File: config.mk
export PLATFORM = sky130hd
export DESIGN_NAME = rgd_pipe
export DESIGN_NICKNAME = d
export VERILOG_FILES = /design/src/design/assert_macros.svh /design/src/design/rgd_pkg.sv /design/src/design/rgd_pipe.sv
export SDC_FILE = /design/constraint.sdc
export NUM_CORES = 2
export LEC_CHECK = 0
export ABC_AREA = 1
export BUFFER_PORTS_ARGS = -buffer_cell sky130_fd_sc_hd__buf_4
export CAP_MARGIN = 15
export CORE_MARGIN = 2
export CORE_UTILIZATION = 63
export CTS_BUF_LIST = sky130_fd_sc_hd__clkbuf_8
export DETAILED_ROUTE_END_ITERATION = 6
export HOLD_SLACK_MARGIN = 0.08
export PLACE_DENSITY = 0.86
export SLEW_MARGIN = 5
export SYNTH_ARGS = -nofsm -noshare
export SYNTH_HDL_FRONTEND = slang
export SYNTH_SLANG_ARGS = --single-unit
File: constraint.sdc
create_clock -name clk -period 10.5 [get_ports clk]
set_clock_uncertainty 0.1 [all_clocks]
set_input_delay 1.05 -clock clk [delete_from_list [all_inputs] [get_ports clk]]
set_output_delay 1.05 -clock clk [all_outputs]
set_load 0.02 [all_outputs]
File: src/design/assert_macros.svh
// Assertion macros used by the reverse grain delay top level.
// Plain text macros with no dependencies; included by files that assert.
`ifndef ASSERT_MACROS_SVH
`define ASSERT_MACROS_SVH

// Condition and consequence in the same cycle.
`define ASSERT_IMPLIES(label, clk, rst, cond, prop) \
  label: assert property (@(posedge clk) disable iff (rst) (cond) |-> (prop)) \
    else $error("assertion failed: same-cycle implication");

// Consequence in the cycle after the condition.
`define ASSERT_NEXT(label, clk, rst, cond, prop) \
  label: assert property (@(posedge clk) disable iff (rst) (cond) |=> (prop)) \
    else $error("assertion failed: next-cycle implication");

`endif

File: src/design/rgd_pkg.sv
// Shared constants, register codes and types of the reverse grain delay.
// No dependencies; used by every module of the block but rgd_ram.
package rgd_pkg;

  localparam int DEF_MAX_GRAIN   = 65536;
  localparam int DEF_SAMPLE_BITS = 16;
  localparam int MIN_GRAIN       = 256;
  localparam int LEN_RESET       = 4800;

  localparam int CFG_W = 17;
  localparam int IDX_W = 2;
  localparam int FB_W  = 8;
  localparam int MIX_W = 9;

  localparam logic [IDX_W-1:0] REG_GRAIN_LENGTH  = 2'd0;
  localparam logic [IDX_W-1:0] REG_FEEDBACK_GAIN = 2'd1;
  localparam logic [IDX_W-1:0] REG_WET_MIX       = 2'd2;

  localparam logic [FB_W-1:0]  FB_MAX  = 8'd230;
  localparam logic [MIX_W-1:0] MIX_ONE = 9'd256;

  typedef struct packed {
    logic [FB_W-1:0]  fb;
    logic [MIX_W-1:0] mix;
  } gain_t;

endpackage

File: src/design/rgd_pipe.sv
// Sample pipeline: wet read with forwarding, feedback capture, dry/wet blend.
// Depends on rgd_pkg; drives the write port of the grain RAM.
module rgd_pipe #(
  parameter int SAMPLE_BITS = rgd_pkg::DEF_SAMPLE_BITS,
  parameter int AW = 17
) (
  input  logic                          clk,
  input  logic                          rst,
  input  logic                          en,
  input  logic                          accept,
  input  logic signed [SAMPLE_BITS-1:0] in_left,
  input  logic signed [SAMPLE_BITS-1:0] in_right,
  input  logic [AW-1:0]                 rd_addr,
  input  logic [AW-1:0]                 wr_addr,
  input  logic                          first_grain,
  input  rgd_pkg::gain_t                gain,
  input  logic [2*SAMPLE_BITS-1:0]      rdata,
  output logic                          we,
  output logic [AW-1:0]                 waddr,
  output logic [2*SAMPLE_BITS-1:0]      wdata,
  output logic                          out_valid,
  output logic signed [SAMPLE_BITS-1:0] out_left,
  output logic signed [SAMPLE_BITS-1:0] out_right
);

  localparam int S      = SAMPLE_BITS;
  localparam int FP_W   = S + 9;
  localparam int MP_W   = S + 10;
  localparam int SUM_W  = S + 11;
  localparam logic signed [FP_W-1:0]  ROUND_FB  = FP_W'(128);
  localparam logic signed [SUM_W-1:0] ROUND_MIX = SUM_W'(128);
  localparam logic signed [SUM_W-1:0] SMAX = {{(SUM_W-S+1){1'b0}}, {(S-1){1'b1}}};
  localparam logic signed [SUM_W-1:0] SMIN = {{(SUM_W-S+1){1'b1}}, {(S-1){1'b0}}};

  function automatic logic signed [S-1:0] sat(input logic signed [SUM_W-1:0] v);
    logic signed [S-1:0] r;
    if (v > SMAX) begin
      r = SMAX[S-1:0];
    end else if (v < SMIN) begin
      r = SMIN[S-1:0];
    end else begin
      r = v[S-1:0];
    end
    return r;
  endfunction

  logic                 s1_valid;
  logic signed [S-1:0]  s1_dry_l;
  logic signed [S-1:0]  s1_dry_r;
  logic [AW-1:0]        s1_waddr;
  logic                 s1_first;
  logic                 s1_fwd;
  logic [2*S-1:0]       s1_fwd_data;

  logic signed [S-1:0]    wet_l;
  logic signed [S-1:0]    wet_r;
  logic [2*S-1:0]         wet_raw;
  logic signed [FP_W-1:0] fbprod_l;
  logic signed [FP_W-1:0] fbprod_r;
  logic signed [FP_W-1:0] fbround_l;
  logic signed [FP_W-1:0] fbround_r;
  logic signed [S+1:0]    capsum_l;
  logic signed [S+1:0]    capsum_r;
  logic [rgd_pkg::MIX_W-1:0] mix_inv;

  logic                   s2_valid;
  logic signed [MP_W-1:0] s2_dry_l;
  logic signed [MP_W-1:0] s2_dry_r;
  logic signed [MP_W-1:0] s2_wet_l;
  logic signed [MP_W-1:0] s2_wet_r;

  logic signed [SUM_W-1:0] sum_l;
  logic signed [SUM_W-1:0] sum_r;

  always_comb begin
    wet_raw   = s1_fwd ? s1_fwd_data : rdata;
    wet_l     = s1_first ? '0 : $signed(wet_raw[S-1:0]);
    wet_r     = s1_first ? '0 : $signed(wet_raw[2*S-1:S]);
    fbprod_l  = wet_l * $signed({1'b0, gain.fb});
    fbprod_r  = wet_r * $signed({1'b0, gain.fb});
    fbround_l = fbprod_l + ROUND_FB;
    fbround_r = fbprod_r + ROUND_FB;
    capsum_l  = (S+2)'(s1_dry_l) + (S+2)'(fbround_l >>> 8);
    capsum_r  = (S+2)'(s1_dry_r) + (S+2)'(fbround_r >>> 8);
    mix_inv   = rgd_pkg::MIX_ONE - gain.mix;
  end

  assign we    = s1_valid && en;
  assign waddr = s1_waddr;
  assign wdata = {sat(SUM_W'(capsum_r)), sat(SUM_W'(capsum_l))};

  assign sum_l = SUM_W'(s2_dry_l) + SUM_W'(s2_wet_l) + ROUND_MIX;
  assign sum_r = SUM_W'(s2_dry_r) + SUM_W'(s2_wet_r) + ROUND_MIX;

  always_ff @(posedge clk) begin
    if (rst) begin
      s1_valid  <= 1'b0;
      s2_valid  <= 1'b0;
      out_valid <= 1'b0;
    end else if (en) begin
      s1_valid  <= accept;
      s2_valid  <= s1_valid;
      out_valid <= s2_valid;
    end
  end

  always_ff @(posedge clk) begin
    if (en) begin
      s1_dry_l    <= in_left;
      s1_dry_r    <= in_right;
      s1_waddr    <= wr_addr;
      s1_first    <= first_grain;
      s1_fwd      <= s1_valid && (s1_waddr == rd_addr);
      s1_fwd_data <= wdata;
      s2_dry_l    <= s1_dry_l * $signed({1'b0, mix_inv});
      s2_dry_r    <= s1_dry_r * $signed({1'b0, mix_inv});
      s2_wet_l    <= wet_l * $signed({1'b0, gain.mix});
      s2_wet_r    <= wet_r * $signed({1'b0, gain.mix});
      out_left    <= sat(sum_l >>> 8);
      out_right   <= sat(sum_r >>> 8);
    end
  end

endmodule

==> impl_metrics.py <==
metrics = {
    "worst_setup_path": {
        "crit_arrival_ns": 8.76,
        "critPathSlowestCell": "o21ai_2",
        "crit_end": "wdata[19]",
        "cp-start-kind": "flop",
        "rr_worst_depth": 36,
        "critPathMaxStageDelay_ns": 0.55,
        "cp.required_ns": 9.35,
        "r2r_end": "s1_fwd_data[19]$_DFFE_PP_",
        "cp_top_family": "adder cells",
        "cp.depth": 37,
        "cp_max_fo": 36,
        "critPathBufInv": 8,
        "crit_top_cell": "nand2_1",
        "setup.worst_path.end_class": "output pin",
        "critPathKind": "flop to output pin",
        "r2r_setup_slack_ns": 2.20,
        "r2r_start": "s1_fwd$_DFFE_PP_",
        "startpoint": "s1_fwd$_DFFE_PP_",
    },
    "placed_design": {
        "dp_hpwl_mm": 104,
        "gp_congestion": 1.01,
        "place_ws_ns": 1.33,
        "port_buffers": 202,
    },
    "floorplan": {
        "fp.dieW_um": 268,
        "ios": 203,
        "core_mm2": 0.0688,
        "row_count": 96,
        "start_util_pct": 64.0,
        "die_h_um": 268,
        "fp.dieArea_mm2": 0.0720,
    },
    "final_layout": {
        "fin_util_pct": 68.8,
        "seq_area_mm2": 0.00664,
        "n_fill_cell": 5350,
        "syn_to_final_growth_pct": 7.55,
        "multi_input_comb_area_mm2": 0.0326,
        "fin_nets": 6842,
        "drive_gt1_share_pct": 6.73,
    },
    "clock_tree": {
        "cts_hold_buf": 0,
        "numCtsBuffers": 41,
        "clockBufferDepth": 3,
        "numClockSinks": 222,
        "ctsHtreeMaxLevel": 2,
        "cts_tree": "yes",
        "root_buffer": "clkbuf_8",
        "post_cts_buffers": 0,
        "path_clk_slew_ns": 0.07,
        "clkLatencyLatePin_ns": 0.65,
    },
    "global_routing": {
        "grt_remaining_overflow": 0,
        "grt_max_degree": 82,
        "grt_pass1_wl_mm": 198,
        "antenna_found_initial": 3,
        "grt_pass1_vias": 37900,
        "grt_usage_pct": 35.5,
    },
    "timing": {
        "setup_ws_ns": 0.593,
        "layout_min_cycle_time_ns": 9.91,
        "rsz0062_at_grt": "false",
        "max_slew_margin_pct": 29.7,
        "tightest_slew_ns": 1.05,
        "fin_crit_sh_pct": 94.4,
        "final_max_slew_viol_count": 0,
        "clock.fmax_ghz": 0.101,
        "setup-tns-final_ns": 0,
        "hold_viol": 0,
        "finalSetupViolCount": 0,
    },
    "yosys": {
        "async_flop_share_pct": 0,
        "synth.ff_latch_count": 222,
        "synth.net_count": 6674,
        "synth_edf_count": 219,
        "avgSynthCellArea_um2": 8.19,
        "yosys_most_used_dff": "edfxtp_1",
        "synth_area_mm2": 0.0440,
        "yosysWarningCount": 0,
        "ys_types": 52,
        "yosysSeqAreaShare_pct": 15.1,
        "netlist_instances": 5373,
    },
    "detailed_routing": {
        "vias": 36500,
        "routed_wl_mm": 123,
        "vias_per_cell": 5.61,
        "drc": 0,
        "ant_nets": 0,
        "wl_per_cell_um": 19.0,
        "first_pass_iters": 6,
        "drt_iter0_drc": 3491,
    },
    "flow_run": {
        "drv_cap": 0,
    },
    "run_status": {
        "status": "complete, no violations",
    },
    "hold_path": {
        "hold_class": "flop to flop",
    },
}
## worst min path at each step
stage | depth (start not counted) | startpoint | to
2_1_floorplan | 2 | s2_valid$_SDFFE_PP0P_ | out_valid$_SDFFE_PP0P_
3_3_place_gp | 2 | s2_valid$_SDFFE_PP0P_ | out_valid$_SDFFE_PP0P_
3_5_place_dp | 2 | out_valid$_SDFFE_PP0P_ | out_valid$_SDFFE_PP0P_
4_1_cts | 2 | s2_valid$_SDFFE_PP0P_ | out_valid$_SDFFE_PP0P_
5_1_grt | 2 | out_valid$_SDFFE_PP0P_ | out_valid$_SDFFE_PP0P_
6_report | 2 | s2_valid$_SDFFE_PP0P_ | out_valid$_SDFFE_PP0P_
## cell families after synthesis
logic type | after synthesis | share of synthesized area [%]
simple gates | 2086 | 19.1
buf+inv | 1254 | 10.9
fa+ha+maj | 1181 | 45.4
compound gates | 433 | 5.60
flops | 222 | 15.1
xor+xnor | 197 | 3.92
## worst register-to-register path: cells and delay by family, from the launching register on
family          cells  cell delay, ns
compound gates      4            0.99
flops               1            0.40
fa+ha+maj           7            2.88
buf+inv             7            1.43
simple gates       18            2.22
## through the flow
step | cell area [um^2] | cells | hold WS [ns]
2_1_floorplan | 44000 | 5373 | 0.330
3_3_place_gp | 46500 | 6429 | 0.338
3_5_place_dp | 46500 | 6429 | 0.349
4_1_cts | 47300 | 6499 | 0.356
5_1_grt | 47300 | 6500 | 0.378
6_report | 47300 | 6502 | 0.350
## flip-flops by register name (all words and copies together), names as in the netlist
name         count
s1_fwd_data     32
s2_dry_l        26
s2_dry_r        26
s2_wet_l        26
s2_wet_r        26
waddr           17
out_left        16
out_right       16
s1_dry_l        16
s1_dry_r        16
out_valid        1
s1_first         1
s1_fwd           1
s1_valid         1
s2_valid         1
## timing repair
item,in CTS,in global routing
endpoints found under the hold margin,0,0
setup endpoints to repair,0,13
resized for setup,0,2
## layout by cell type, fill, tap and decap left out, drive strengths merged, types with 4 or more instances in the layout
| cell type | netlist | routed |
|---|---|---|
| inv | 1130 | 1140 |
| nand2 | 1111 | 1111 |
| nor2 | 744 | 744 |
| fa | 694 | 694 |
| ha | 487 | 487 |
| buf | 32 | 240 |
| edfxtp | 219 | 219 |
| a21oi | 211 | 211 |
| xor2 | 127 | 127 |
| o21ai | 115 | 115 |
| nand3 | 110 | 110 |
| xnor2 | 70 | 70 |
| nor3 | 61 | 61 |
| clkbuf | 83 | 45 |
| nand4 | 26 | 26 |
| o21bai | 26 | 26 |
| a21o | 25 | 25 |
| clkinv | 9 | 20 |
| a31oi | 17 | 17 |
| nor4 | 13 | 13 |
| or2 | 12 | 12 |
| a211oi | 9 | 9 |
| o21a | 9 | 9 |
| o211ai | 6 | 6 |
| nand3b | 6 | 6 |
| a221oi | 4 | 4 |
## synthesized netlist by cell type (all sizes together) (12+ instances only)
| cell type | n | share of area (%) |
|---|---|---|
| o21ai | 115 | 1.4 |
| xor2 | 127 | 2.5 |
| a21o | 25 | 0.43 |
| edfxtp | 219 | 15 |
| buf | 32 | 0.45 |
| xnor2 | 70 | 1.4 |
| or2 | 12 | 0.17 |
| clkbuf | 83 | 0.71 |
| nand4 | 26 | 0.37 |
| o21bai | 26 | 0.44 |
| nor4 | 13 | 0.18 |
| a31oi | 17 | 0.24 |
| nor2 | 744 | 6.4 |
| ha | 487 | 14 |
| fa | 694 | 32 |
| a21oi | 211 | 2.4 |
| nand3 | 110 | 1.3 |
| nand2 | 1111 | 9.6 |
| inv | 1130 | 9.6 |
| nor3 | 61 | 0.99 |
## metal layers
metal / GRT usage [%] / wire [um]
met1: 45.6 / 47300
met2: 55.7 / 54700
met3: 8.78 / 13400
met4: 18.9 / 7860
met5: 0 / 13
## cell type report
cell class              instances  area share (%)
diodes                          3          0.0159
clock buffers                  45            1.31
clock inverters                25           0.420
inverters                    1139            9.03
multi-input cells            3897            68.9
flip-flops and latches        222            14.0
well taps                     931            2.46
repair buffers                240            3.85
Power is left out: the tool's default activity adds up to more than one toggle a clock period on the data nets, which glitch-free logic cannot reach.
