$ cat config.mk
export PLATFORM = sky130hd
export DESIGN_NAME = rgd_ctrl
export DESIGN_NICKNAME = d
export VERILOG_FILES = /design/src/design/assert_macros.svh /design/src/design/rgd_pkg.sv /design/src/design/rgd_ctrl.sv
export SDC_FILE = /design/constraint.sdc
export NUM_CORES = 1
export LEC_CHECK = 0
export ABC_CLOCK_PERIOD_IN_PS = 7250
export BUFFER_PORTS_ARGS = -buffer_cell sky130_fd_sc_hd__buf_2
export CAP_MARGIN = 20
export CELL_PAD_IN_SITES_DETAIL_PLACEMENT = 1
export CELL_PAD_IN_SITES_GLOBAL_PLACEMENT = 1
export CORE_UTILIZATION = 25
export CTS_CLUSTER_DIAMETER = 150
export DETAILED_ROUTE_END_ITERATION = 7
export PLACE_DENSITY = 0.65
export SKIP_LAST_GASP = 1
export SYNTH_ARGS = -nofsm -noshare
export SYNTH_HDL_FRONTEND = slang
export SYNTH_SLANG_ARGS = --single-unit
export TNS_END_PERCENT = 10
$ cat constraint.sdc
create_clock -name clk -period 7.25 [get_ports clk]
set_input_delay 0.725 -clock clk [delete_from_list [all_inputs] [get_ports clk]]
set_output_delay 0.725 -clock clk [all_outputs]
set_load 0.005 [all_outputs]
$ cat src/design/assert_macros.svh
// Assertion macros used by the reverse grain delay top level.
// Plain text macros with no dependencies; included by files that assert.
`ifndef ASSERT_MACROS_SVH
`define ASSERT_MACROS_SVH

// Condition and consequence in the same cycle.
`define ASSERT_IMPLIES(label, clk, rst, cond, prop) \
  label: assert property (@(posedge clk) disable iff (rst) (cond) |-> (prop)) \
    else $error("assertion failed: same-cycle implication");

// Consequence in the cycle after the condition.
`define ASSERT_NEXT(label, clk, rst, cond, prop) \
  label: assert property (@(posedge clk) disable iff (rst) (cond) |=> (prop)) \
    else $error("assertion failed: next-cycle implication");

`endif

$ cat src/design/rgd_pkg.sv
// Shared constants, register codes and types of the reverse grain delay.
// No dependencies; used by every module of the block but rgd_ram.
package rgd_pkg;

  localparam int DEF_MAX_GRAIN   = 65536;
  localparam int DEF_SAMPLE_BITS = 16;
  localparam int MIN_GRAIN       = 256;
  localparam int LEN_RESET       = 4800;

  localparam int CFG_W = 17;
  localparam int IDX_W = 2;
  localparam int FB_W  = 8;
  localparam int MIX_W = 9;

  localparam logic [IDX_W-1:0] REG_GRAIN_LENGTH  = 2'd0;
  localparam logic [IDX_W-1:0] REG_FEEDBACK_GAIN = 2'd1;
  localparam logic [IDX_W-1:0] REG_WET_MIX       = 2'd2;

  localparam logic [FB_W-1:0]  FB_MAX  = 8'd230;
  localparam logic [MIX_W-1:0] MIX_ONE = 9'd256;

  typedef struct packed {
    logic [FB_W-1:0]  fb;
    logic [MIX_W-1:0] mix;
  } gain_t;

endpackage

$ cat src/design/rgd_ctrl.sv
// Configuration registers, grain position, bank select and grain addressing.
// Depends on rgd_pkg.
module rgd_ctrl #(
  parameter int MAX_GRAIN = rgd_pkg::DEF_MAX_GRAIN,
  localparam int POS_W = $clog2(MAX_GRAIN),
  localparam int AW = POS_W + 1
) (
  input  logic                        clk,
  input  logic                        rst,
  input  logic                        cfg_we,
  input  logic [rgd_pkg::IDX_W-1:0]   cfg_index,
  input  logic [rgd_pkg::CFG_W-1:0]   cfg_data,
  input  logic                        advance,
  output rgd_pkg::gain_t              gain,
  output logic [AW-1:0]               rd_addr,
  output logic [AW-1:0]               wr_addr,
  output logic                        first_grain
);

  localparam int LEN_W = POS_W + 1;
  localparam int LEN_INIT = (rgd_pkg::LEN_RESET > MAX_GRAIN) ? MAX_GRAIN : rgd_pkg::LEN_RESET;

  logic [LEN_W-1:0] grain_len;
  logic [POS_W-1:0] pos;
  logic             bank;
  logic             first;
  logic [31:0]      data_wide;
  logic [LEN_W-1:0] len_req;
  logic [LEN_W-1:0] pos_inc;
  logic [LEN_W-1:0] rev;
  logic             wrap;
  logic             restart;

  always_comb begin
    data_wide = 32'(cfg_data);
    if (data_wide < 32'(rgd_pkg::MIN_GRAIN)) begin
      len_req = LEN_W'(rgd_pkg::MIN_GRAIN);
    end else if (data_wide > 32'(MAX_GRAIN)) begin
      len_req = LEN_W'(MAX_GRAIN);
    end else begin
      len_req = data_wide[LEN_W-1:0];
    end
  end

  assign restart = cfg_we && (cfg_index == rgd_pkg::REG_GRAIN_LENGTH) &&
                   (len_req != grain_len);
  assign pos_inc = {1'b0, pos} + LEN_W'(1);
  assign wrap    = (pos_inc == grain_len);
  assign rev     = grain_len - LEN_W'(1) - {1'b0, pos};
  assign rd_addr = {~bank, rev[POS_W-1:0]};
  assign wr_addr = {bank, pos};
  assign first_grain = first;

  always_ff @(posedge clk) begin
    if (rst) begin
      grain_len <= LEN_W'(LEN_INIT);
      gain      <= '0;
      pos       <= '0;
      bank      <= 1'b0;
      first     <= 1'b1;
    end else begin
      if (restart) begin
        grain_len <= len_req;
        pos       <= '0;
        bank      <= 1'b0;
        first     <= 1'b1;
      end else if (advance) begin
        if (wrap) begin
          pos   <= '0;
          bank  <= ~bank;
          first <= 1'b0;
        end else begin
          pos <= pos_inc[POS_W-1:0];
        end
      end
      if (cfg_we) begin
        unique case (cfg_index)
          rgd_pkg::REG_FEEDBACK_GAIN: begin
            gain.fb <= (cfg_data[rgd_pkg::FB_W-1:0] > rgd_pkg::FB_MAX) ?
                       rgd_pkg::FB_MAX : cfg_data[rgd_pkg::FB_W-1:0];
          end
          rgd_pkg::REG_WET_MIX: begin
            gain.mix <= (cfg_data[rgd_pkg::MIX_W-1:0] > rgd_pkg::MIX_ONE) ?
                        rgd_pkg::MIX_ONE : cfg_data[rgd_pkg::MIX_W-1:0];
          end
          default: begin
          end
        endcase
      end
    end
  end

endmodule

==> results of run 1 <==
## critical path, cell delays in order, from the launching register on
cell      delay, ns
dfxtp_1        0.51
inv_1          0.14
ha_1           0.35
o21ai_0        0.12
o21a_1         0.21
o311ai_0       0.79
nor4_1         0.11
nor3_1         0.37
a211oi_1       0.18
a21oi_1        0.21
xnor2_1        0.13
buf_2          0.13
## power by group through the flow
stage	sequential, mW	clock (mW)	combinational [mW]
after floorplan	0.304	0	0.0707
after global placement	0.307	0	0.105
after detailed placement	0.308	0	0.108
after CTS	0.301	0.264	0.109
after global routing	0.302	0.278	0.119
final	0.301	0.257	0.108
## layout make-up
class / instances / area (um2)
multi-input cells: 398 / 2574
repair buffers: 74 / 370.4
clock inverters: 3 / 27.53
clock buffers: 5 / 125.1
fillers: 1857 / 10660
inverters: 29 / 108.9
well taps: 188 / 235.2
flip-flops and latches: 52 / 1041
## flip-flops by register name (all words and copies together), names as in the netlist
register	cells
grain_len	17
first_grain	1
pos	16
gain	17
bank	1
## stage by stage
step | setup slack, ns | instance area, um2 | cells | hold WS, ns
finish | 2.986 | 4482 | 749 | 0.4603
detailed placement | 3.117 | 4329 | 741 | 0.4483
global route | 2.742 | 4482 | 749 | 0.4863
CTS | 2.979 | 4482 | 749 | 0.4673
floorplan | 4.156 | 3857 | 502 | 0.4505
global placement | 3.203 | 4329 | 741 | 0.4298
## logic make-up (layout without fill, tap and decap cells)
group | count (synthesis) | count (layout)
flops | 52 | 52
fa+ha+maj | 17 | 17
xor+xnor | 46 | 46
simple gates | 199 | 199
mux | 6 | 6
compound gates | 130 | 130
buf+inv | 52 | 111
## synth_stat cells (5+ instances only)
cell type,instances,area share [%]
nor4_1,11,1.8
nand3_1,17,2.2
nor2_1,48,4.7
inv_1,27,2.6
xnor2_1,31,7.0
ha_1,16,5.2
a211oi_1,5,0.97
dfxtp_1,52,27
nand2_1,43,4.2
a22oi_1,6,1.2
a31oi_1,12,1.9
clkbuf_1,11,1.1
nand4_1,8,1.3
nand3b_1,8,1.6
xor2_1,15,3.4
nor3b_1,7,1.4
and2_1,6,0.97
buf_2,5,0.65
o21ai_0,24,3.1
mux2i_1,6,1.6
nor3_1,17,2.2
a21oi_1,48,6.2
## path summary, 6_finish.rpt
| check | slack, ns | startpoint | depth (start not counted) | end |
|---|---|---|---|---|
| worst max-delay path | 2.99 | pos[3] | 11 | rd_addr[15] |
| worst min-delay path | 0.46 | first_grain | 1 | first_grain |
| worst max register to register | 3.27 | pos[0] | 9 | pos[5] |
| worst min register to register | 0.46 | first_grain | 1 | first_grain |
## per-layer routing
layer	routed length [um]	up-vias	track usage, %
li1	-	1928	-
met1	6022	1914	21.55
met2	5741	106	26.58
met3	623	12	2.931
met4	126	0	4.111
met5	0	-	0
==> results.tsv, run 1 <==
stage	metric	value	unit
run_status	result of the run	completed	
setup_path	path type of the worst setup path	flop to primary output	
synthesis	Async S/R FF share, synth	0	%
detailed_routing	detailed router's first-iteration violation count	195	
place	GP Congestion	0.8343	
floorplanning	die boundary width	126.2	um
clock_network	count of buffers added by post-CTS timing repair for setup	0	
synthesis	Synth Area in Compound Gates	21.57	%
timing	Max Freq	0.2345	GHz
synthesis	post-synthesis sequential element count	52	
timing	sum of negative setup slack	0	ns
clock_network	register clock-pin slew on the reported worst setup and hold paths	0.08	ns
synthesis	number of enable flip-flop cells after synthesis	0	
layout	area growth from synthesis to layout	16.19	%
clock_network	Clock Sink Count	52	
grt	number of global-route vias before repair	4012	
timing	RSZ-0062 raised after global routing	false	
synthesis	share of the synthesized netlist area taken by xor and xnor gates	10.44	%
floorplanning	num rows	45	
setup_path	launching element type of the critical path	flop	
pwr	relative contribution of combinational cells to total power	16.2	%
timing	portion of the clock cycle consumed by the worst path in the final layout	58.81	%
synthesis	netlist area before placement	3857	um2
clock_network	buffer levels on the longest clock path	2	
place	sum of net half-perimeters after detailed placement	9656	um
layout	proportion of layout cells with a drive suffix above 1	17.83	%
detailed_routing	DRC Markers	0	
clock_network	number of hold-repair buffers added at the cts stage	0	
detailed_routing	antenna-violating nets left	0	
pwr	sum of internal, switching and leakage power	665.2	uW
synthesis	synth warn	0	
setup_path	critical path arrival	3.54	ns
synthesis	instance count of the mapped netlist	502	
floorplanning	effective utilization at floorplan	25.47	%
pwr	Net Sw Power	198.0	uW
grt	number of antenna violations at the first check in global routing	0	
layout	most frequent cells in the layout	74 x buf_2, 52 x dfxtp_1, 48 x nor2_1, 48 x a21oi_1, 43 x nand2_1	
pwr	leakage power of the design	1.708	nW
layout	nets@finish	600	
detailed_routing	routed vias	3960	
grt	Remaining Overflow, GRT	0	
timing	final-report hold violation count	0	
timing	headroom to the max-slew limit	38.46	%
synthesis	Synth Net Count	542	
floorplanning	number of top-level pins	75	
synthesis	distinct cell type count after synthesis	68	
place	I/O Buffers	74	
detailed_routing	total iterations of the first detailed-routing run	4	
hold_path	kind of path behind the tightest hold check	flop to flop	
floorplanning	height of the chip	126.2	um
layout	core occupancy in the finished layout	29.59	%
timing	Final min period	4.264	ns
job	MaxCap Viol Count	0	
layout	most common cell after layout, fill and taps aside	buf_2	
setup_path	critical path data required time	6.52	ns
pwr	worst voltage drop across the vdd grid	89.72	uV
setup_path	largest fanout on the critical path	8	
pwr	fraction of power spent switching nets	29.77	%
pwr	sequential share of power	45.3	%
clock_network	CTS H-tree lvls	2	
clock_network	CTS root buf	clkbuf_16	
floorplanning	Die Footprint	15930	um2
synthesis	Top FF cell, synth	dfxtp_1	
detailed_routing	via density per instance	5.287	
setup_path	type of element capturing the critical path	primary output	
pwr	clock share of power	38.6	%
grt	overall global routing resource usage	16.11	%
pwr	power density over the cells	148.4	nW/um2
clock_network	number of buffers created by CTS	5	
synthesis	post-synthesis simple-gate area fraction	27.44	%
synthesis	dominant combinational cell family by area after synthesis	simple AND/OR/NAND/NOR gates	
detailed_routing	WL/cell	16.71	um
grt	global-route wire length before repair	20600	um
detailed_routing	sum of routed wire length over all layers	12510	um
clock_network	CTS tree	built	
clock_network	Clk Latency, worst-skew pair	0.30	ns
timing	clock skew	0.005819	ns
timing	total count of max-transition violations in the final report	0	
synthesis	proportion of synthesized area in mux cells	1.557	%
grt	maximum number of pins on one net before global-route repair	38	
clock_network	PostCTS Resize Cnt	0	
timing	Tightest Pin Transition	0.9103	ns
synthesis	fraction of the mapped netlist area in adder cells	5.709	%
layout	final antenna diode count	0	
floorplanning	core area	15150	um2
synthesis	proportion of synthesized chip area in sequential cells	26.99	%
pwr	cell internal power dissipation	467.2	uW
timing	setup violators final	0	
synthesis	Post-Synthesis Mean Instance Area	7.684	um2
No activity file was read; power rests on OpenSTA's default activity.
==> run 2: changes to the inputs <==
--- a/config.mk
+++ b/config.mk
@@ -5,7 +5,7 @@
 export SDC_FILE = /design/constraint.sdc
 export NUM_CORES = 1
 export LEC_CHECK = 0
-export ABC_CLOCK_PERIOD_IN_PS = 7250
+export ABC_CLOCK_PERIOD_IN_PS = 3640
 export BUFFER_PORTS_ARGS = -buffer_cell sky130_fd_sc_hd__buf_2
 export CAP_MARGIN = 20
 export CELL_PAD_IN_SITES_DETAIL_PLACEMENT = 1
@@ -13,7 +13,7 @@
 export CORE_UTILIZATION = 25
 export CTS_CLUSTER_DIAMETER = 150
 export DETAILED_ROUTE_END_ITERATION = 7
-export PLACE_DENSITY = 0.65
+export PLACE_DENSITY = 0.67
 export SKIP_LAST_GASP = 1
 export SYNTH_ARGS = -nofsm -noshare
 export SYNTH_HDL_FRONTEND = slang
==> constraint.sdc (replaced) <==
create_clock -name clk -period 3.64 [get_ports clk]
set_input_delay 0.364 -clock clk [delete_from_list [all_inputs] [get_ports clk]]
set_output_delay 0.364 -clock clk [all_outputs]
set_load 0.005 [all_outputs]
==> results.tsv, run 2 (synthesized netlist as in run 1, its figures left out) <==
stage	metric	value	unit	change
grt	Remaining Overflow, GRT	0		unchanged
clock_network	buffer levels on the longest clock path	2		unchanged
setup_path	maximum cell stage delay along the critical path	0.50	ns	was 0.79 ns
floorplanning	Die Footprint	15930	um2	unchanged
clock_network	number of buffers created by CTS	5		unchanged
setup_path	launching element type of the critical path	flop		unchanged
detailed_routing	detailed router's first-iteration violation count	205		was 195
grt	overall global routing resource usage	15.94	%	was 16.11%
setup_path	critical path data required time	3.28	ns	was 6.52 ns
timing	Final min period	3.491	ns	
clock_network	CTS H-tree lvls	2		unchanged
detailed_routing	antenna-violating nets left	0		unchanged
detailed_routing	total iterations of the first detailed-routing run	4		unchanged
floorplanning	number of top-level pins	75		unchanged
layout	# fillers	1853		was 1857
layout	core occupancy in the finished layout	30.00	%	was 29.59%
setup_path	sequence of cells on the critical path	inv_1 -> ha_1 -> o21ai_0 -> o21a_1 -> o311ai_1 -> nor4_1 -> nor3_1 -> a211oi_1 -> a21oi_1 -> xnor2_1 -> buf_2		was inv_1 -> ha_1 -> o21ai_0 -> o21a_1 -> o311ai_0 -> nor4_1 -> nor3_1 -> a211oi_1 -> a21oi_1 -> xnor2_1 -> buf_2
layout	Final Instance Count excl. Fillers	757		was 749
layout	area growth from synthesis to layout	17.77	%	was 16.19%
detailed_routing	routed vias	3967		was 3960
setup_path	destination of the critical timing path	rd_addr[15]		unchanged
place	I/O Buffers	74		unchanged
setup_path	RR Startpoint	pos[3]		was pos[0]
grt	number of global-route vias before repair	3994		was 4012
setup_path	type of element capturing the critical path	primary output		unchanged
place	sum of net half-perimeters after detailed placement	9771	um	was 9656 um
layout	Multi-input gate area	2574	um2	unchanged
clock_network	Clk Latency, worst-skew pair	0.31	ns	was 0.30 ns
clock_network	CTS tree	built		unchanged
setup_path	Register-to-Register Path Depth	7		was 9
detailed_routing	WL/cell	16.48	um	was 16.71 um
detailed_routing	DRC Markers	0		unchanged
layout	most frequent cells in the layout	74 x buf_2, 51 x dfxtp_1, 48 x nor2_1, 48 x a21oi_1, 43 x nand2_1		was 74 x buf_2, 52 x dfxtp_1, 48 x nor2_1, 48 x a21oi_1, 43 x nand2_1
layout	biggest regs	gain: 17 flops, grain_len: 17 flops, pos: 16 flops		unchanged
clock_network	register clock-pin slew on the reported worst setup and hold paths	0.08	ns	about the same
layout	most common cell after layout, fill and taps aside	buf_2		unchanged
timing	headroom to the max-slew limit	53.86	%	was 38.46%
setup_path	end of the worst register-to-register path	pos[11]		was pos[5]
layout	combined flip-flop and latch cell area	1042	um2	was 1041 um2
pwr	leakage power of the design	1.749	nW	was 1.708 nW
hold_path	kind of path behind the tightest hold check	input pin to flop		was flop to flop
grt	number of antenna violations at the first check in global routing	0		unchanged
run_status	result of the run	completed		unchanged
floorplanning	die boundary width	126.2	um	unchanged
timing	portion of the clock cycle consumed by the worst path in the final layout	95.91	%	
timing	final-report hold violation count	0		unchanged
grt	maximum number of pins on one net before global-route repair	38		unchanged
setup_path	register-to-register path setup slack	0.56	ns	was 3.27 ns
place	Placed Instances	749		was 741
detailed_routing	via density per instance	5.240		was 5.287
timing	total count of max-transition violations in the final report	0		unchanged
layout	nets@finish	608		was 600
timing	clock skew	0.007633	ns	was 0.005819 ns
clock_network	CTS root buf	clkbuf_16		unchanged
clock_network	number of hold-repair buffers added at the cts stage	0		unchanged
clock_network	count of buffers added by post-CTS timing repair for setup	0		unchanged
timing	RSZ-0062 raised after global routing	true		was false
setup_path	critical path arrival	3.13	ns	was 3.54 ns
grt	global-route wire length before repair	20490	um	was 20600 um
timing	setup violators final	0		unchanged
floorplanning	core area	15150	um2	unchanged
place	GP Congestion	0.8252		was 0.8343
setup_path	crit path max-delay cell type	dfxtp_1		was o311ai_0
floorplanning	effective utilization at floorplan	25.47	%	unchanged
detailed_routing	sum of routed wire length over all layers	12480	um	was 12510 um
timing	Max Freq	0.2865	GHz	
setup_path	largest fanout on the critical path	8		unchanged
floorplanning	num rows	45		unchanged
timing	Tightest Pin Transition	0.6857	ns	was 0.9103 ns
job	MaxCap Viol Count	0		unchanged
pwr	power density over the cells	294.8	nW/um2	was 148.4 nW/um2
pwr	worst voltage drop across the vdd grid	189.2	uV	was 89.72 uV
clock_network	Clock Sink Count	52		unchanged
layout	final antenna diode count	0		unchanged
layout	proportion of layout cells with a drive suffix above 1	19.16	%	was 17.83%
floorplanning	height of the chip	126.2	um	unchanged
setup_path	startpoint of the worst setup timing path	pos[3]		unchanged
setup_path	path type of the worst setup path	flop to primary output		unchanged
-- run 2: cell count changes in the layout (fill, tap and decap cells not counted) --
cell | before | now
o311ai_0 | 1 | 0
buf_4 | 0 | 8
dfxtp_1 | 52 | 51
o311ai_1 | 0 | 1
dfxtp_2 | 0 | 1
-- run 2: worst min-delay path by stage --
| stage | cells after the start | endpoint | from | slack, ns |
|---|---|---|---|---|
| global placement | 1 | first_grain | first_grain | 0.43 |
| floorplan | 1 | first_grain | first_grain | 0.45 |
| finish | 3 | grain_len[13] | cfg_data[13] | 0.34 |
| CTS | 3 | grain_len[13] | cfg_data[13] | 0.34 |
| detailed placement | 1 | first_grain | first_grain | 0.44 |
| global route | 3 | gain[16] | cfg_data[7] | 0.39 |
-- run 2: power breakdown --
part           switching (mW)  internal, mW
Combinational           0.128        0.0910
Sequential             0.0182         0.581
Clock                   0.259         0.262
-- run 2: cell type report --
class                   count  area share, %
multi-input cells         398          56.65
flip-flops and latches     52          22.94
repair buffers             82          9.474
well taps                 188          5.178
clock buffers               5          2.754
inverters                  29          2.396
clock inverters             3         0.6059
-- run 2: critical path: cells and delay by family (launching register included) --
kind / cells / cell delay, ns
simple gates: 2 / 0.41
flops: 1 / 0.50
xor+xnor: 1 / 0.14
fa+ha+maj: 1 / 0.34
buf+inv: 2 / 0.26
compound gates: 5 / 1.16
-- run 2: routing by layer --
metal,part of all wire (%),vias up,track usage [%]
met5,0,-,0
met4,1.2,0,3.969
met3,3.2,11,2.421
met2,47,84,26.81
met1,49,1926,21.23
li1,-,1946,-
-- run 2: per-stage QoR --
step | setup TNS, ns | setup WS, ns | hold WS, ns | power, mW | cell area (um2)
after floorplan | 0 | 0.9073 | 0.4505 | 0.7468 | 3857
after global routing | -0.06580 | -0.06580 | 0.3900 | 1.402 | 4543
after CTS | 0 | 0.09890 | 0.3426 | 1.354 | 4542
after global placement | 0 | 0.3490 | 0.4277 | 0.8262 | 4389
final | 0 | 0.1490 | 0.3427 | 1.339 | 4543
after detailed placement | 0 | 0.2852 | 0.4431 | 0.8328 | 4389
-- run 2: repair_timing --
item / CTS / global route
resized for setup: 1 / 1
pin swaps: 0 / 0
setup endpoints to repair: 1 / 2
